===== src/rtl/jsu_pkg.sv =====
// JSON string unescape package: result kinds, error codes and the job record
// passed from the front end to the UTF-8 back end. No dependencies.
package jsu_pkg;

  typedef enum logic [1:0] {
    KIND_BYTE  = 2'd0,
    KIND_CLOSE = 2'd1,
    KIND_ERROR = 2'd2
  } kind_e;

  localparam logic [1:0] ERR_NO_OPEN  = 2'd0;
  localparam logic [1:0] ERR_BAD_ESC  = 2'd1;
  localparam logic [1:0] ERR_BAD_HEX  = 2'd2;
  localparam logic [1:0] ERR_NUL      = 2'd3;

  localparam int unsigned CpW = 16;

  // One job per input byte that yields results.
  typedef struct packed {
    kind_e            kind;
    logic [CpW-1:0]   cp;
    logic [1:0]       err;
  } job_t;

endpackage


===== src/rtl/jsu_in_if.sv =====
// Input byte channel: valid/ready handshake carrying one raw JSON byte.
// Depends on nothing.
interface jsu_in_if;
  logic       valid;
  logic       ready;
  logic [7:0] in_byte;

  modport source (output valid, output in_byte, input ready);
  modport sink   (input valid, input in_byte, output ready);
endinterface


===== src/rtl/jsu_out_if.sv =====
// Result channel: valid/ready handshake carrying one decoded result.
// Depends on nothing.
interface jsu_out_if;
  logic       valid;
  logic       ready;
  logic [7:0] out_byte;
  logic [1:0] kind;
  logic [1:0] error_code;
  logic       last;

  modport source (output valid, output out_byte, output kind, output error_code,
                  output last, input ready);
  modport sink   (input valid, input out_byte, input kind, input error_code,
                  input last, output ready);
endinterface


===== src/rtl/jsu_front.sv =====
// Front end: accepts input bytes, tracks string/escape/hex phase and emits
// one job per byte that produces results. Uses jsu_pkg.
module jsu_front (
  input  logic          clk_i,
  input  logic          rst_ni,
  input  logic          in_valid_i,
  input  logic [7:0]    in_byte_i,
  output logic          in_ready_o,
  output logic          job_valid_o,
  output jsu_pkg::job_t job_o,
  input  logic          job_ready_i
);

  localparam logic [1:0] PhWait = 2'd0;
  localparam logic [1:0] PhStr  = 2'd1;
  localparam logic [1:0] PhEsc  = 2'd2;
  localparam logic [1:0] PhHex  = 2'd3;

  logic [1:0]              phase_q, phase_d;
  logic [1:0]              hex_cnt_q, hex_cnt_d;
  logic [jsu_pkg::CpW-1:0] cp_q, cp_d;
  logic                    accept;
  logic                    push;
  logic                    hex_ok;
  logic [3:0]              hex_val;

  assign in_ready_o  = job_ready_i;
  assign accept      = in_valid_i && job_ready_i;
  assign job_valid_o = accept && push;

  always_comb begin
    hex_ok  = 1'b1;
    hex_val = 4'd0;
    if (in_byte_i >= "0" && in_byte_i <= "9") begin
      hex_val = 4'(in_byte_i - "0");
    end else if (in_byte_i >= "a" && in_byte_i <= "f") begin
      hex_val = 4'(in_byte_i - "a" + 8'd10);
    end else if (in_byte_i >= "A" && in_byte_i <= "F") begin
      hex_val = 4'(in_byte_i - "A" + 8'd10);
    end else begin
      hex_ok = 1'b0;
    end
  end

  always_comb begin
    phase_d   = phase_q;
    hex_cnt_d = hex_cnt_q;
    cp_d      = cp_q;
    push      = 1'b0;
    job_o     = '{kind: jsu_pkg::KIND_BYTE, cp: {8'd0, in_byte_i}, err: '0};
    unique case (phase_q)
      PhWait: begin
        if (in_byte_i == "\"") begin
          phase_d = PhStr;
        end else begin
          push       = 1'b1;
          job_o.kind = jsu_pkg::KIND_ERROR;
          job_o.err  = jsu_pkg::ERR_NO_OPEN;
        end
      end
      PhStr: begin
        unique if (in_byte_i == "\"") begin
          phase_d    = PhWait;
          push       = 1'b1;
          job_o.kind = jsu_pkg::KIND_CLOSE;
        end else if (in_byte_i == "\\") begin
          phase_d = PhEsc;
        end else if (in_byte_i == 8'd0) begin
          phase_d    = PhWait;
          push       = 1'b1;
          job_o.kind = jsu_pkg::KIND_ERROR;
          job_o.err  = jsu_pkg::ERR_NUL;
        end else begin
          push = 1'b1;
        end
      end
      PhEsc: begin
        phase_d = PhStr;
        push    = 1'b1;
        unique case (in_byte_i)
          "\"", "\\", "/": job_o.cp = {8'd0, in_byte_i};
          "b":             job_o.cp = 16'h0008;
          "f":             job_o.cp = 16'h000C;
          "n":             job_o.cp = 16'h000A;
          "r":             job_o.cp = 16'h000D;
          "t":             job_o.cp = 16'h0009;
          "u": begin
            push      = 1'b0;
            phase_d   = PhHex;
            hex_cnt_d = 2'd0;
            cp_d      = '0;
          end
          default: begin
            phase_d    = PhWait;
            job_o.kind = jsu_pkg::KIND_ERROR;
            job_o.err  = jsu_pkg::ERR_BAD_ESC;
          end
        endcase
      end
      default: begin
        if (!hex_ok) begin
          phase_d    = PhWait;
          hex_cnt_d  = 2'd0;
          cp_d       = '0;
          push       = 1'b1;
          job_o.kind = jsu_pkg::KIND_ERROR;
          job_o.err  = jsu_pkg::ERR_BAD_HEX;
        end else if (hex_cnt_q == 2'd3) begin
          phase_d   = PhStr;
          hex_cnt_d = 2'd0;
          cp_d      = '0;
          push      = 1'b1;
          job_o.cp  = {cp_q[11:0], hex_val};
        end else begin
          hex_cnt_d = hex_cnt_q + 2'd1;
          cp_d      = {cp_q[11:0], hex_val};
        end
      end
    endcase
    if (job_o.kind != jsu_pkg::KIND_BYTE) job_o.cp = '0;
  end

  always_ff @(posedge clk_i or negedge rst_ni) begin
    if (!rst_ni) begin
      phase_q   <= PhWait;
      hex_cnt_q <= 2'd0;
      cp_q      <= '0;
    end else if (accept) begin
      phase_q   <= phase_d;
      hex_cnt_q <= hex_cnt_d;
      cp_q      <= cp_d;
    end
  end

endmodule


===== src/rtl/jsu_queue.sv =====
// Small register FIFO of jobs between front and back end.
// Uses jsu_pkg.
module jsu_queue #(
  parameter int unsigned Depth = 2
) (
  input  logic          clk_i,
  input  logic          rst_ni,
  input  logic          push_valid_i,
  input  jsu_pkg::job_t push_job_i,
  output logic          push_ready_o,
  output logic          pop_valid_o,
  output jsu_pkg::job_t pop_job_o,
  input  logic          pop_ready_i
);

  localparam int unsigned PtrW = (Depth > 1) ? $clog2(Depth) : 1;
  localparam int unsigned CntW = $clog2(Depth + 1);
  localparam logic [PtrW-1:0] LastPtr = PtrW'(Depth - 1);

  jsu_pkg::job_t mem_q [Depth];
  logic [PtrW-1:0] wr_ptr_q, rd_ptr_q;
  logic [CntW-1:0] cnt_q;
  logic            do_push, do_pop;

  assign push_ready_o = (cnt_q != CntW'(Depth));
  assign pop_valid_o  = (cnt_q != '0);
  assign pop_job_o    = mem_q[rd_ptr_q];
  assign do_push      = push_valid_i && push_ready_o;
  assign do_pop       = pop_valid_o && pop_ready_i;

  always_ff @(posedge clk_i) begin
    if (do_push) mem_q[wr_ptr_q] <= push_job_i;
  end

  always_ff @(posedge clk_i or negedge rst_ni) begin
    if (!rst_ni) begin
      wr_ptr_q <= '0;
      rd_ptr_q <= '0;
      cnt_q    <= '0;
    end else begin
      if (do_push) wr_ptr_q <= (wr_ptr_q == LastPtr) ? '0 : wr_ptr_q + 1'b1;
      if (do_pop)  rd_ptr_q <= (rd_ptr_q == LastPtr) ? '0 : rd_ptr_q + 1'b1;
      if (do_push && !do_pop)      cnt_q <= cnt_q + 1'b1;
      else if (do_pop && !do_push) cnt_q <= cnt_q - 1'b1;
    end
  end

endmodule


===== src/rtl/jsu_back.sv =====
// Back end: expands each job into one to three UTF-8 result bytes through
// a registered output stage. Uses jsu_pkg.
module jsu_back (
  input  logic          clk_i,
  input  logic          rst_ni,
  input  logic          job_valid_i,
  input  jsu_pkg::job_t job_i,
  output logic          job_ready_o,
  output logic          out_valid_o,
  output logic [7:0]    out_byte_o,
  output logic [1:0]    kind_o,
  output logic [1:0]    error_code_o,
  output logic          last_o,
  input  logic          out_ready_i
);

  logic [1:0] idx_q;
  logic [1:0] nbytes;
  logic [7:0] byte_sel;
  logic       load;
  logic       fin;
  logic       ov_q;
  logic [7:0] byte_q;
  logic [1:0] kind_q, err_q;
  logic       last_q;

  always_comb begin
    if (job_i.kind != jsu_pkg::KIND_BYTE) begin
      nbytes = 2'd1;
    end else if (job_i.cp >= 16'h0001 && job_i.cp <= 16'h007F) begin
      nbytes = 2'd1;
    end else if (job_i.cp <= 16'h07FF) begin
      nbytes = 2'd2;
    end else begin
      nbytes = 2'd3;
    end
  end

  always_comb begin
    byte_sel = 8'h80 | {2'b00, job_i.cp[5:0]};
    unique case (nbytes)
      2'd1: byte_sel = job_i.cp[7:0];
      2'd2: if (idx_q == 2'd0) byte_sel = 8'hC0 | {3'b000, job_i.cp[10:6]};
      default: begin
        if (idx_q == 2'd0)      byte_sel = 8'hE0 | {4'b0000, job_i.cp[15:12]};
        else if (idx_q == 2'd1) byte_sel = 8'h80 | {2'b00, job_i.cp[11:6]};
      end
    endcase
  end

  assign load        = job_valid_i && (!ov_q || out_ready_i);
  assign fin         = (idx_q == nbytes - 2'd1);
  assign job_ready_o = load && fin;

  always_ff @(posedge clk_i or negedge rst_ni) begin
    if (!rst_ni) begin
      ov_q  <= 1'b0;
      idx_q <= 2'd0;
    end else begin
      if (load) begin
        ov_q  <= 1'b1;
        idx_q <= fin ? 2'd0 : idx_q + 2'd1;
      end else if (out_ready_i) begin
        ov_q  <= 1'b0;
      end
    end
  end

  always_ff @(posedge clk_i) begin
    if (load) begin
      byte_q <= byte_sel;
      kind_q <= job_i.kind;
      err_q  <= job_i.err;
      last_q <= fin;
    end
  end

  assign out_valid_o  = ov_q;
  assign out_byte_o   = byte_q;
  assign kind_o       = kind_q;
  assign error_code_o = err_q;
  assign last_o       = last_q;

endmodule


===== src/rtl/json_string_unescape_utf8_core.sv =====
// JSON string unescaper with UTF-8 output, top level.
// Depends on jsu_pkg, jsu_in_if, jsu_out_if, jsu_front, jsu_queue, jsu_back.
//
// in_i carries raw JSON bytes, one per request; out_o carries results.
// Each result has out_byte, kind (byte, closing quote, error), error_code
// and last, which marks the final result caused by one input byte.
// A byte yields zero to three results: an opening quote, an escape's
// backslash and u, and hex digits before the fourth only change state.
// An accepted byte's job is written into the job queue; the back end
// takes it from there and loads each of its results into the output
// register that drives out_o.
// Throughput: one input byte per cycle while each byte maps to one result
// and out_o stays ready; the back end emits one result per cycle while
// out_o is ready, so a two- or three-byte UTF-8 sequence holds the input
// for its extra bytes once the job queue (QUEUE_DEPTH entries) fills.
// Reset clears the phase to awaiting an opening quote, empties the queue
// and drops any pending result. When the receiver stalls, the output
// register holds its result, the queue fills and then in_i.ready falls.
module json_string_unescape_utf8_core #(
  parameter int unsigned QUEUE_DEPTH = 2
) (
  input  logic  clk_i,
  input  logic  rst_ni,
  jsu_in_if.sink    in_i,
  jsu_out_if.source out_o
);

  logic          job_valid, job_ready;
  jsu_pkg::job_t job;
  logic          q_valid, q_ready;
  jsu_pkg::job_t q_job;

  jsu_front u_front (
    .clk_i       (clk_i),
    .rst_ni      (rst_ni),
    .in_valid_i  (in_i.valid),
    .in_byte_i   (in_i.in_byte),
    .in_ready_o  (in_i.ready),
    .job_valid_o (job_valid),
    .job_o       (job),
    .job_ready_i (job_ready)
  );

  jsu_queue #(.Depth(QUEUE_DEPTH)) u_queue (
    .clk_i        (clk_i),
    .rst_ni       (rst_ni),
    .push_valid_i (job_valid),
    .push_job_i   (job),
    .push_ready_o (job_ready),
    .pop_valid_o  (q_valid),
    .pop_job_o    (q_job),
    .pop_ready_i  (q_ready)
  );

  jsu_back u_back (
    .clk_i        (clk_i),
    .rst_ni       (rst_ni),
    .job_valid_i  (q_valid),
    .job_i        (q_job),
    .job_ready_o  (q_ready),
    .out_valid_o  (out_o.valid),
    .out_byte_o   (out_o.out_byte),
    .kind_o       (out_o.kind),
    .error_code_o (out_o.error_code),
    .last_o       (out_o.last),
    .out_ready_i  (out_o.ready)
  );

endmodule


===== src/flat_wrapper.sv =====
// flat-port wrapper written by rule: the top's interface ports become plain ports
module json_string_unescape_utf8_core_flat 
#(
  parameter int unsigned QUEUE_DEPTH = 2
)
  (clk_i, rst_ni, in_i_valid, in_i_in_byte, in_i_ready, out_o_valid, out_o_out_byte, out_o_kind, out_o_error_code, out_o_last, out_o_ready);
  jsu_in_if in_i_i ();
  jsu_out_if out_o_i ();
  input  logic clk_i;
  input  logic rst_ni;
  input wire logic [$bits(in_i_i.valid)-1:0] in_i_valid;
  input wire logic [$bits(in_i_i.in_byte)-1:0] in_i_in_byte;
  output wire logic [$bits(in_i_i.ready)-1:0] in_i_ready;
  output wire logic [$bits(out_o_i.valid)-1:0] out_o_valid;
  output wire logic [$bits(out_o_i.out_byte)-1:0] out_o_out_byte;
  output wire logic [$bits(out_o_i.kind)-1:0] out_o_kind;
  output wire logic [$bits(out_o_i.error_code)-1:0] out_o_error_code;
  output wire logic [$bits(out_o_i.last)-1:0] out_o_last;
  input wire logic [$bits(out_o_i.ready)-1:0] out_o_ready;
  assign in_i_i.valid = in_i_valid;
  assign in_i_i.in_byte = in_i_in_byte;
  assign in_i_ready = in_i_i.ready;
  assign out_o_valid = out_o_i.valid;
  assign out_o_out_byte = out_o_i.out_byte;
  assign out_o_kind = out_o_i.kind;
  assign out_o_error_code = out_o_i.error_code;
  assign out_o_last = out_o_i.last;
  assign out_o_i.ready = out_o_ready;
  json_string_unescape_utf8_core #(.QUEUE_DEPTH(QUEUE_DEPTH)) u_core (.clk_i(clk_i), .rst_ni(rst_ni), .in_i(in_i_i), .out_o(out_o_i));
endmodule

===== config.mk =====
export PLATFORM = sky130hd
export DESIGN_NAME = json_string_unescape_utf8_core_flat
export DESIGN_NICKNAME = d
export VERILOG_FILES = /design/src/rtl/jsu_pkg.sv /design/src/rtl/jsu_in_if.sv /design/src/rtl/jsu_out_if.sv /design/src/rtl/jsu_front.sv /design/src/rtl/jsu_queue.sv /design/src/rtl/jsu_back.sv /design/src/rtl/json_string_unescape_utf8_core.sv /design/src/flat_wrapper.sv
export SDC_FILE = /design/constraint.sdc
export NUM_CORES = 1
export LEC_CHECK = 0
export BUFFER_PORTS_ARGS = -buffer_cell sky130_fd_sc_hd__buf_4
export CAP_MARGIN = 10
export CORE_MARGIN = 2
export CORE_UTILIZATION = 45
export CTS_BUF_LIST = sky130_fd_sc_hd__clkbuf_8
export CTS_CLUSTER_DIAMETER = 50
export DETAILED_ROUTE_END_ITERATION = 6
export GPL_TIMING_DRIVEN = 0
export PLACE_DENSITY = 0.68
export SYNTH_ARGS = -nofsm -noshare
export SYNTH_HDL_FRONTEND = slang
export SYNTH_SLANG_ARGS = --single-unit

===== constraint.sdc =====
create_clock -name clk_i -period 5.55 [get_ports clk_i]
set_input_delay 0.2775 -clock clk_i [delete_from_list [all_inputs] [get_ports clk_i]]
set_output_delay 0.2775 -clock clk_i [all_outputs]
set_load 0.1 [all_outputs]

* After elaboration in Yosys (flattened, before gate mapping) *
Memory sizes are Yosys's and may differ from the RTL's.
Index checks and enable logic that the tools add are counted.

operators by class
  add/sub/neg operators = 12
  magnitude comparators = 9
  equality and inequality tests = 21
  muxes and demuxes = 62
  bitwise logic cells = 1
  reductions and logical operators = 29

operators with widths
  kind                    count
  $eq A8 B7 Y1 const B    7
  $mux W16                3
  $mux W2                 23
  $pmux W8 S5             1
  $mux W12                3
  $pmux W16 S2            1
  $pmux W12 S2            1
  $pmux W2 S3             3
  $mux W1                 17
  $eq A8 B6 Y1 const B    2
  $ge A16 B1 Y1 const B   1
  $ge A8 B7 Y1 const B    2
  $le A16 B11 Y1 const B  1
  $le A16 B7 Y1 const B   1
  $le A8 B7 Y1 const B    2
  $pmux W8 S2             1
  $mux W7                 2
  $logic_and A1 B1 Y1     12
  $mux W4                 3
  $sub A4 B1 Y4 const B   3
  $reduce_bool A2 Y1      5
  $reduce_or A9 Y1        1
  $add A4 B4 Y4 const B   2
  $ge A8 B6 Y1 const B    1
  other kinds (23)        36

storage, ports and cells
  register bits = 36
  RAM bits = 40
  bits of input ports = 12
  output and inout bits = 15
  logic and storage cells = 147
  memories kept = 1

memories
  name                  words  bits a word  rd ports  clocked after memory_dff  write ports  line             RTL
  u_core.u_queue.mem_q  2      20           1         0                         1            jsu_queue.sv:20  jsu_pkg::job_t mem_q [Depth];

* Longest topological paths before layout *
  depth after elaboration = 13
  depth in mapped cells = 14

* By module *
A second synthesis with hierarchy kept.

second synthesis, totals
  cells, all modules = 347
  area, all modules = 4,226.6 um2

modules (own cells, without submodules)
  module     times used  cells each  area an instance (um2)
  jsu_queue  1           80          1,665.3
  jsu_front  1           171         1,574.0
  jsu_back   1           96          987.2

* Worst setup path after synthesis *
OpenSTA, ideal clock, no wires.

  path kind = reg-to-reg
  from = register u_core.u_queue.rd_ptr_q
  to = register u_core.u_queue.cnt_q[1]
  library setup time = 0.125 ns
  arrival = 2.979 ns
  data required time = 5.425 ns
  setup slack = 2.446 ns
  stages on the path, launching flop included = 15
  path buffers = 2
  clock period less this slack = 3.104 ns
  cells stage by stage = dfrtp_1 -> buf_2 -> or4_1 -> a211oi_1 -> a31oi_1 -> o21a_1 -> clkbuf_1 -> ha_1 -> xor2_1 -> nor3_1 -> mux2i_2 -> ha_1 -> xor2_1 -> nor2_1 -> xor2_1

between the ends
  longest elaborated chain between the ends = 12
  elaborated cells between the ends (all ways) = 18
  those cells by class = 1 x add/sub; 3 x order compare; 1 x eq/ne; 4 x mux; 8 x reduce/logical; 1 x memory

RTL lines
  element                                         line                            RTL
  start, declared                                 jsu_queue.sv:21                 logic [PtrW-1:0] wr_ptr_q, rd_ptr_q;
  start signal, assigned                          jsu_queue.sv:42                 if (do_pop) rd_ptr_q <= (rd_ptr_q == LastPtr) ? '0 : rd_ptr_q + 1'b1;
  $mem_v2 Z2 W20 *                                --
  $le A16 B11 Y1, or another cell as far along    jsu_back.sv:32                  end else if (job_i.cp <= 16'h07FF) begin
  $mux W1 or $logic_and A1 B1 Y1 (tied branches)  jsu_back.sv:32, jsu_back.sv:30
  $mux W2                                         jsu_back.sv:30                  end else if (job_i.cp >= 16'h0001 && job_i.cp <= 16'h007F) begin
  $mux W2 *                                       jsu_back.sv:28                  if (job_i.kind != jsu_pkg::KIND_BYTE) begin
  $sub A2 B1 Y2 *                                 jsu_back.sv:52                  assign fin = (idx_q == nbytes - 2'd1);
  $eq A2 B2 Y1 *                                  jsu_back.sv:52
  $logic_and A1 B1 Y1 *                           jsu_back.sv:53                  assign job_ready_o = load && fin;
  $logic_and A1 B1 Y1 *                           jsu_queue.sv:29                 assign do_pop = pop_valid_o && pop_ready_i;
  $logic_not A1 Y1                                jsu_queue.sv:43                 if (do_push && !do_pop) cnt_q <= cnt_q + 1'b1;
  $logic_and A1 B1 Y1                             jsu_queue.sv:43
  $mux W2 or $reduce_bool A2 Y1 (tied branches)   --
  end signal, assigned                            jsu_queue.sv:43
  end signal, assigned                            jsu_queue.sv:44                 else if (do_pop && !do_push) cnt_q <= cnt_q - 1'b1;
  end, declared                                   jsu_queue.sv:22                 logic [CntW-1:0] cnt_q;

Every way passes the cells marked *; elsewhere a longest branch is shown, timed or not.
A chain may end at the register's enable or synchronous reset.

* Worst setup path after layout *
Same ends and word-level chain as after synthesis.

==> run_summary.xml <==
<?xml version="1.0" encoding="UTF-8"?>
<metrics>
  <group name="worst_hold_path">
    <metric name="holdPathStages" unit="">3</metric>
    <metric name="min_path_type" unit="">input pin to flip-flop</metric>
    <metric name="hold_path.startpoint" unit="">out_o_ready</metric>
    <metric name="hold_end" unit="">u_core.u_back.out_valid_o</metric>
  </group>
  <group name="die">
    <metric name="floorplan.initialDensity" unit="%">45.7</metric>
    <metric name="floorplan.die_area" unit="mm2">0.00999</metric>
    <metric name="dieWidth" unit="um">99.9</metric>
    <metric name="fp-row-count" unit="">35</metric>
    <metric name="boundary_pins" unit="">27</metric>
    <metric name="core" unit="mm2">0.00906</metric>
    <metric name="die_height" unit="um">99.9</metric>
  </group>
  <group name="power_and_ir_drop">
    <metric name="switching_fraction_of_total_power" unit="%">43.8</metric>
    <metric name="seqPwrFrac" unit="%">35.1</metric>
    <metric name="power.share.combinational" unit="%">47.6</metric>
    <metric name="p_total" unit="mW">2.64</metric>
    <metric name="power.internal" unit="mW">1.48</metric>
    <metric name="pwr-share-clk" unit="%">17.2</metric>
    <metric name="power_density" unit="mW/mm2">561</metric>
    <metric name="cellLeakagePower" unit="nW">1.88</metric>
    <metric name="vdd_drop_max" unit="uV">269</metric>
    <metric name="power_switching" unit="mW">1.16</metric>
  </group>
  <group name="yosys">
    <metric name="netlist_instances" unit="">360</metric>
    <metric name="synth_top_flop_cell" unit="">edfxtp_1</metric>
    <metric name="synth-seq-cells" unit="">76</metric>
    <metric name="asyncSetResetFlopFracSynth" unit="%">30.3</metric>
    <metric name="number_of_enable_flip_flop_cells_after_synthesis" unit="">53</metric>
    <metric name="synthDistinctLibCells" unit="">65</metric>
    <metric name="yosys_warnings" unit="">0</metric>
    <metric name="synth_fp_nets" unit="">386</metric>
    <metric name="avgSynthCellArea" unit="um2">11.5</metric>
    <metric name="synth_sequential_area_ratio" unit="%">52.3</metric>
    <metric name="syn-cell-area" unit="mm2">0.00414</metric>
  </group>
  <group name="drt">
    <metric name="antenna_left" unit="">0</metric>
    <metric name="initialDrtViolationCount" unit="">156</metric>
    <metric name="wl" unit="mm">8.55</metric>
    <metric name="route.detailed.vias_per_inst" unit="">5.79</metric>
    <metric name="post-route-drc-count" unit="">0</metric>
    <metric name="total_via_count_in_the_routed_design" unit="">2976</metric>
    <metric name="average_routed_wire_per_standard_cell" unit="um">16.6</metric>
    <metric name="detail_route.first_pass.iterations" unit="">4</metric>
  </group>
  <group name="worst_setup_path">
    <metric name="setup.reg_to_reg.worst_slack" unit="ns">2.00</metric>
    <metric name="reg2reg_depth" unit="">14</metric>
    <metric name="worstReg2RegStart" unit="">u_core.u_queue.rd_ptr_q</metric>
    <metric name="critical_path.max_fanout" unit="">10</metric>
    <metric name="crit_path_top_delay_cell" unit="">or4_1</metric>
    <metric name="path_buf_inv" unit="">2</metric>
    <metric name="worst_r2r_endpoint" unit="">u_core.u_queue.cnt_q[1]</metric>
    <metric name="timing.critical_path.from_type" unit="">flip-flop</metric>
    <metric name="worst-endpoint-required" unit="ns">5.78</metric>
    <metric name="crit_chain" unit="">buf_2 -&gt; or4_1 -&gt; a211oi_1 -&gt; a31oi_1 -&gt; o21a_1 -&gt; clkbuf_1 -&gt; ha_1 -&gt; xor2_1 -&gt; nor3_1 -&gt; mux2i_2 -&gt; ha_1 -&gt; xor2_1 -&gt; nor2_1 -&gt; xor2_1</metric>
    <metric name="worst_path_dominant_cell_family" unit="">simple AND/OR/NAND/NOR gates</metric>
    <metric name="timing_worst_setup_path_type" unit="">flip-flop to flip-flop</metric>
    <metric name="worstSetupEndpointType" unit="">flip-flop</metric>
    <metric name="cpPeakStageDelay" unit="ns">0.54</metric>
    <metric name="critical_path_arrival" unit="ns">3.78</metric>
    <metric name="cell_repeated_most_along_the_worst_path" unit="">xor2_1</metric>
  </group>
  <group name="clock_network">
    <metric name="clockBufferDepth" unit="">2</metric>
    <metric name="cts-htree-levels" unit="">3</metric>
    <metric name="tritoncts" unit="">built</metric>
    <metric name="post-cts-setup-buffer-count" unit="">0</metric>
    <metric name="worstSkewPairLatency" unit="ns">0.35</metric>
    <metric name="cts_root_buf" unit="">clkbuf_8</metric>
    <metric name="hold_buffers" unit="">1</metric>
    <metric name="tritoncts_num_sinks" unit="">76</metric>
    <metric name="cts_buffers" unit="">9</metric>
    <metric name="path_clk_slew" unit="ns">0.08</metric>
    <metric name="cts.repair.resized" unit="">0</metric>
  </group>
  <group name="sta">
    <metric name="final_period_minus_worst_setup_slack" unit="ns">3.55</metric>
    <metric name="setup_viol" unit="">0</metric>
    <metric name="worst_slack" unit="ns">2.00</metric>
    <metric name="max_freq" unit="MHz">282</metric>
    <metric name="worst_slew_margin_rel" unit="%">39.4</metric>
    <metric name="fin_tns_setup" unit="ns">0</metric>
    <metric name="rsz0062_at_grt" unit="">false</metric>
    <metric name="final_hold_fails" unit="">0</metric>
    <metric name="timing.final.max_slew_violations" unit="">0</metric>
    <metric name="timing.clock.skew" unit="ns">0.0122</metric>
    <metric name="tightestPinTransition" unit="ns">0.909</metric>
    <metric name="fin_crit_sh" unit="%">64.0</metric>
  </group>
  <group name="place">
    <metric name="placedInstanceArea" unit="mm2">0.00449</metric>
    <metric name="io_buffer_count" unit="">25</metric>
    <metric name="dp.final_hpwl" unit="mm">6.37</metric>
    <metric name="dpl_worst_slack" unit="ns">2.03</metric>
    <metric name="gp_routability_congestion" unit="">0.978</metric>
  </group>
  <group name="status">
    <metric name="run_status" unit="">finished clean</metric>
  </group>
  <group name="finish">
    <metric name="area_growth" unit="%">13.8</metric>
    <metric name="post-route-cell-area" unit="mm2">0.00471</metric>
    <metric name="postLayoutCoreUtil" unit="%">52.0</metric>
    <metric name="insertedDiodeCount" unit="">0</metric>
    <metric name="post_route_cells_drive_above_1_share" unit="%">18.1</metric>
    <metric name="layout.filler_cells" unit="">794</metric>
    <metric name="nets" unit="">424</metric>
  </group>
  <group name="run">
    <metric name="timing.max_cap.violations" unit="">0</metric>
  </group>
  <group name="global_routing">
    <metric name="global_route.usage.total" unit="%">18.2</metric>
    <metric name="grt_pass1_wl" unit="mm">14.2</metric>
    <metric name="grt_pass1_vias" unit="">2819</metric>
    <metric name="grt_max_degree" unit="">24</metric>
    <metric name="overflow" unit="">0</metric>
    <metric name="initial_antenna_violation_count" unit="">0</metric>
  </group>
</metrics>
==> flip-flops by register name, summed over array words and instances, names as in the netlist <==
register,cells
u_core.u_back.kind_o,2
u_core.u_queue.cnt_q,2
u_core.u_front.cp_q,12
u_core.u_queue.mem_q,40
u_core.u_back.last_o,1
u_core.u_queue.rd_ptr_q,1
u_core.u_back.out_valid_o,1
u_core.u_back.error_code_o,2
u_core.u_back.out_byte_o,8
u_core.u_queue.wr_ptr_q,1
u_core.u_front.phase_q,2
u_core.u_back.idx_q,2
u_core.u_front.hex_cnt_q,2
==> cell usage in the layout (no fill, tap or decap), drive strengths merged, types with 3 or more instances in the layout <==
cell / instances
nor3: 9
o211ai: 9
or4b: 3
xor2: 4
clkbuf: 21
nor2b: 4
ha: 14
nor4: 9
dfrtp: 23
xnor2: 6
o22ai: 3
buf: 32
a22o: 15
inv: 24
and3: 4
a31oi: 4
o21a: 3
nand3: 6
nand2b: 4
edfxtp: 53
mux2i: 12
a21oi: 11
and2: 10
nand4: 4
mux2: 14
nand2: 31
nor2: 18
or3b: 3
a211oi: 8
o221ai: 4
o21ai: 8
==> logic make-up (layout without fill, tap and decap cells) <==
group / after synthesis / in the layout / share of synthesized area [%]
AND/OR/NAND/NOR: 114 / 114 / 15.6
AO/OA/AOI/OAI: 81 / 81 / 15.1
flip-flops: 76 / 76 / 52.3
buffers and inverters: 39 / 82 / 3.87
multiplexers: 26 / 26 / 6.80
adder cells (fa/ha/maj): 14 / 14 / 4.23
XOR/XNOR: 10 / 10 / 2.11
==> synth_stat cells, types with 4 or more instances <==
| library cell | number | area, um2 |
|---|---|---|
| o21ai_0 | 7 | 35.0 |
| nand2_1 | 30 | 113 |
| nor2b_1 | 4 | 25.0 |
| dfrtp_1 | 23 | 576 |
| a211oi_1 | 8 | 60.1 |
| inv_1 | 22 | 82.6 |
| o211ai_1 | 9 | 67.6 |
| mux2_2 | 14 | 158 |
| a31oi_1 | 4 | 25.0 |
| nor2_1 | 18 | 67.6 |
| a21oi_1 | 10 | 50.1 |
| nand3_1 | 5 | 25.0 |
| and2_1 | 10 | 62.6 |
| mux2i_1 | 11 | 110 |
| xnor2_1 | 6 | 52.6 |
| nor3_1 | 9 | 45.0 |
| edfxtp_1 | 53 | 1590 |
| ha_1 | 14 | 175 |
| clkbuf_1 | 11 | 41.3 |
| o221ai_1 | 4 | 35.0 |
| a22o_1 | 15 | 131 |
| xor2_1 | 4 | 35.0 |
| nand2b_1 | 4 | 25.0 |
| nor4_1 | 8 | 50.1 |
| nand4_1 | 4 | 25.0 |
==> metal layers <==
layer | part of all wire [%] | track usage, %
met1 | 44 | 24.0
met2 | 47 | 29.0
met3 | 4.9 | 4.18
met4 | 3.4 | 8.01
met5 | 0 | 0
==> cell type report <==
type	count	area, um2	share of cell area (%)
Sequential cell	76	2170	46.0
Multi-Input combinational cell	245	1820	38.5
Timing Repair Buffer	27	213	4.51
Tap cell	111	139	2.95
Clock buffer	10	138	2.92
Inverter	22	82.6	1.75
Clock inverter	6	81.3	1.73
Buffer	17	77.6	1.65
==> worst register-to-register path, stage by stage, from the launching register on <==
cell and delay, ns:
dfrtp_1 0.36, buf_2 0.17, or4_1 0.54, a211oi_1 0.21, a31oi_1 0.10, o21a_1 0.20, clkbuf_1 0.22, ha_1 0.41
xor2_1 0.29, nor3_1 0.12, mux2i_2 0.26, ha_1 0.22, xor2_1 0.14, nor2_1 0.06, xor2_1 0.13
==> per-stage QoR <==
| step | std cells | hold slack (ns) |
|---|---|---|
| 2_1_floorplan | 360 | -0.0181 |
| 3_3_place_gp | 496 | 0.194 |
| 3_5_place_dp | 497 | 0.195 |
| 4_1_cts | 514 | 0.175 |
| 5_1_grt | 514 | 0.209 |
| 6_report | 514 | 0.188 |
==> how the worst max path moves through the flow <==
stage                                  from  slack (ns)                    endpoint  depth (start not counted)
floorplan           u_core.u_queue.rd_ptr_q        2.45     u_core.u_queue.cnt_q[1]                         14
global placement            in_i_in_byte[0]        1.94  u_core.u_queue.mem_q[0][1]                          9
detailed placement  u_core.u_queue.rd_ptr_q        2.03     u_core.u_queue.cnt_q[1]                         13
CTS                 u_core.u_queue.rd_ptr_q        1.99     u_core.u_queue.cnt_q[1]                         14
global route        u_core.u_queue.rd_ptr_q        1.77     u_core.u_queue.cnt_q[1]                         13
finish              u_core.u_queue.rd_ptr_q        2.00     u_core.u_queue.cnt_q[1]                         14
==> power by group through the flow <==
stage	clock network, mW	logic (mW)	registers, mW
5_1_grt	0.492	1.35	0.946
2_1_floorplan	0	0.624	1.29
3_5_place_dp	0	1.25	0.940
6_report	0.456	1.26	0.928
4_1_cts	0.469	1.26	0.929
3_3_place_gp	0	1.23	0.935
No activity file was read; power rests on OpenSTA's default activity.
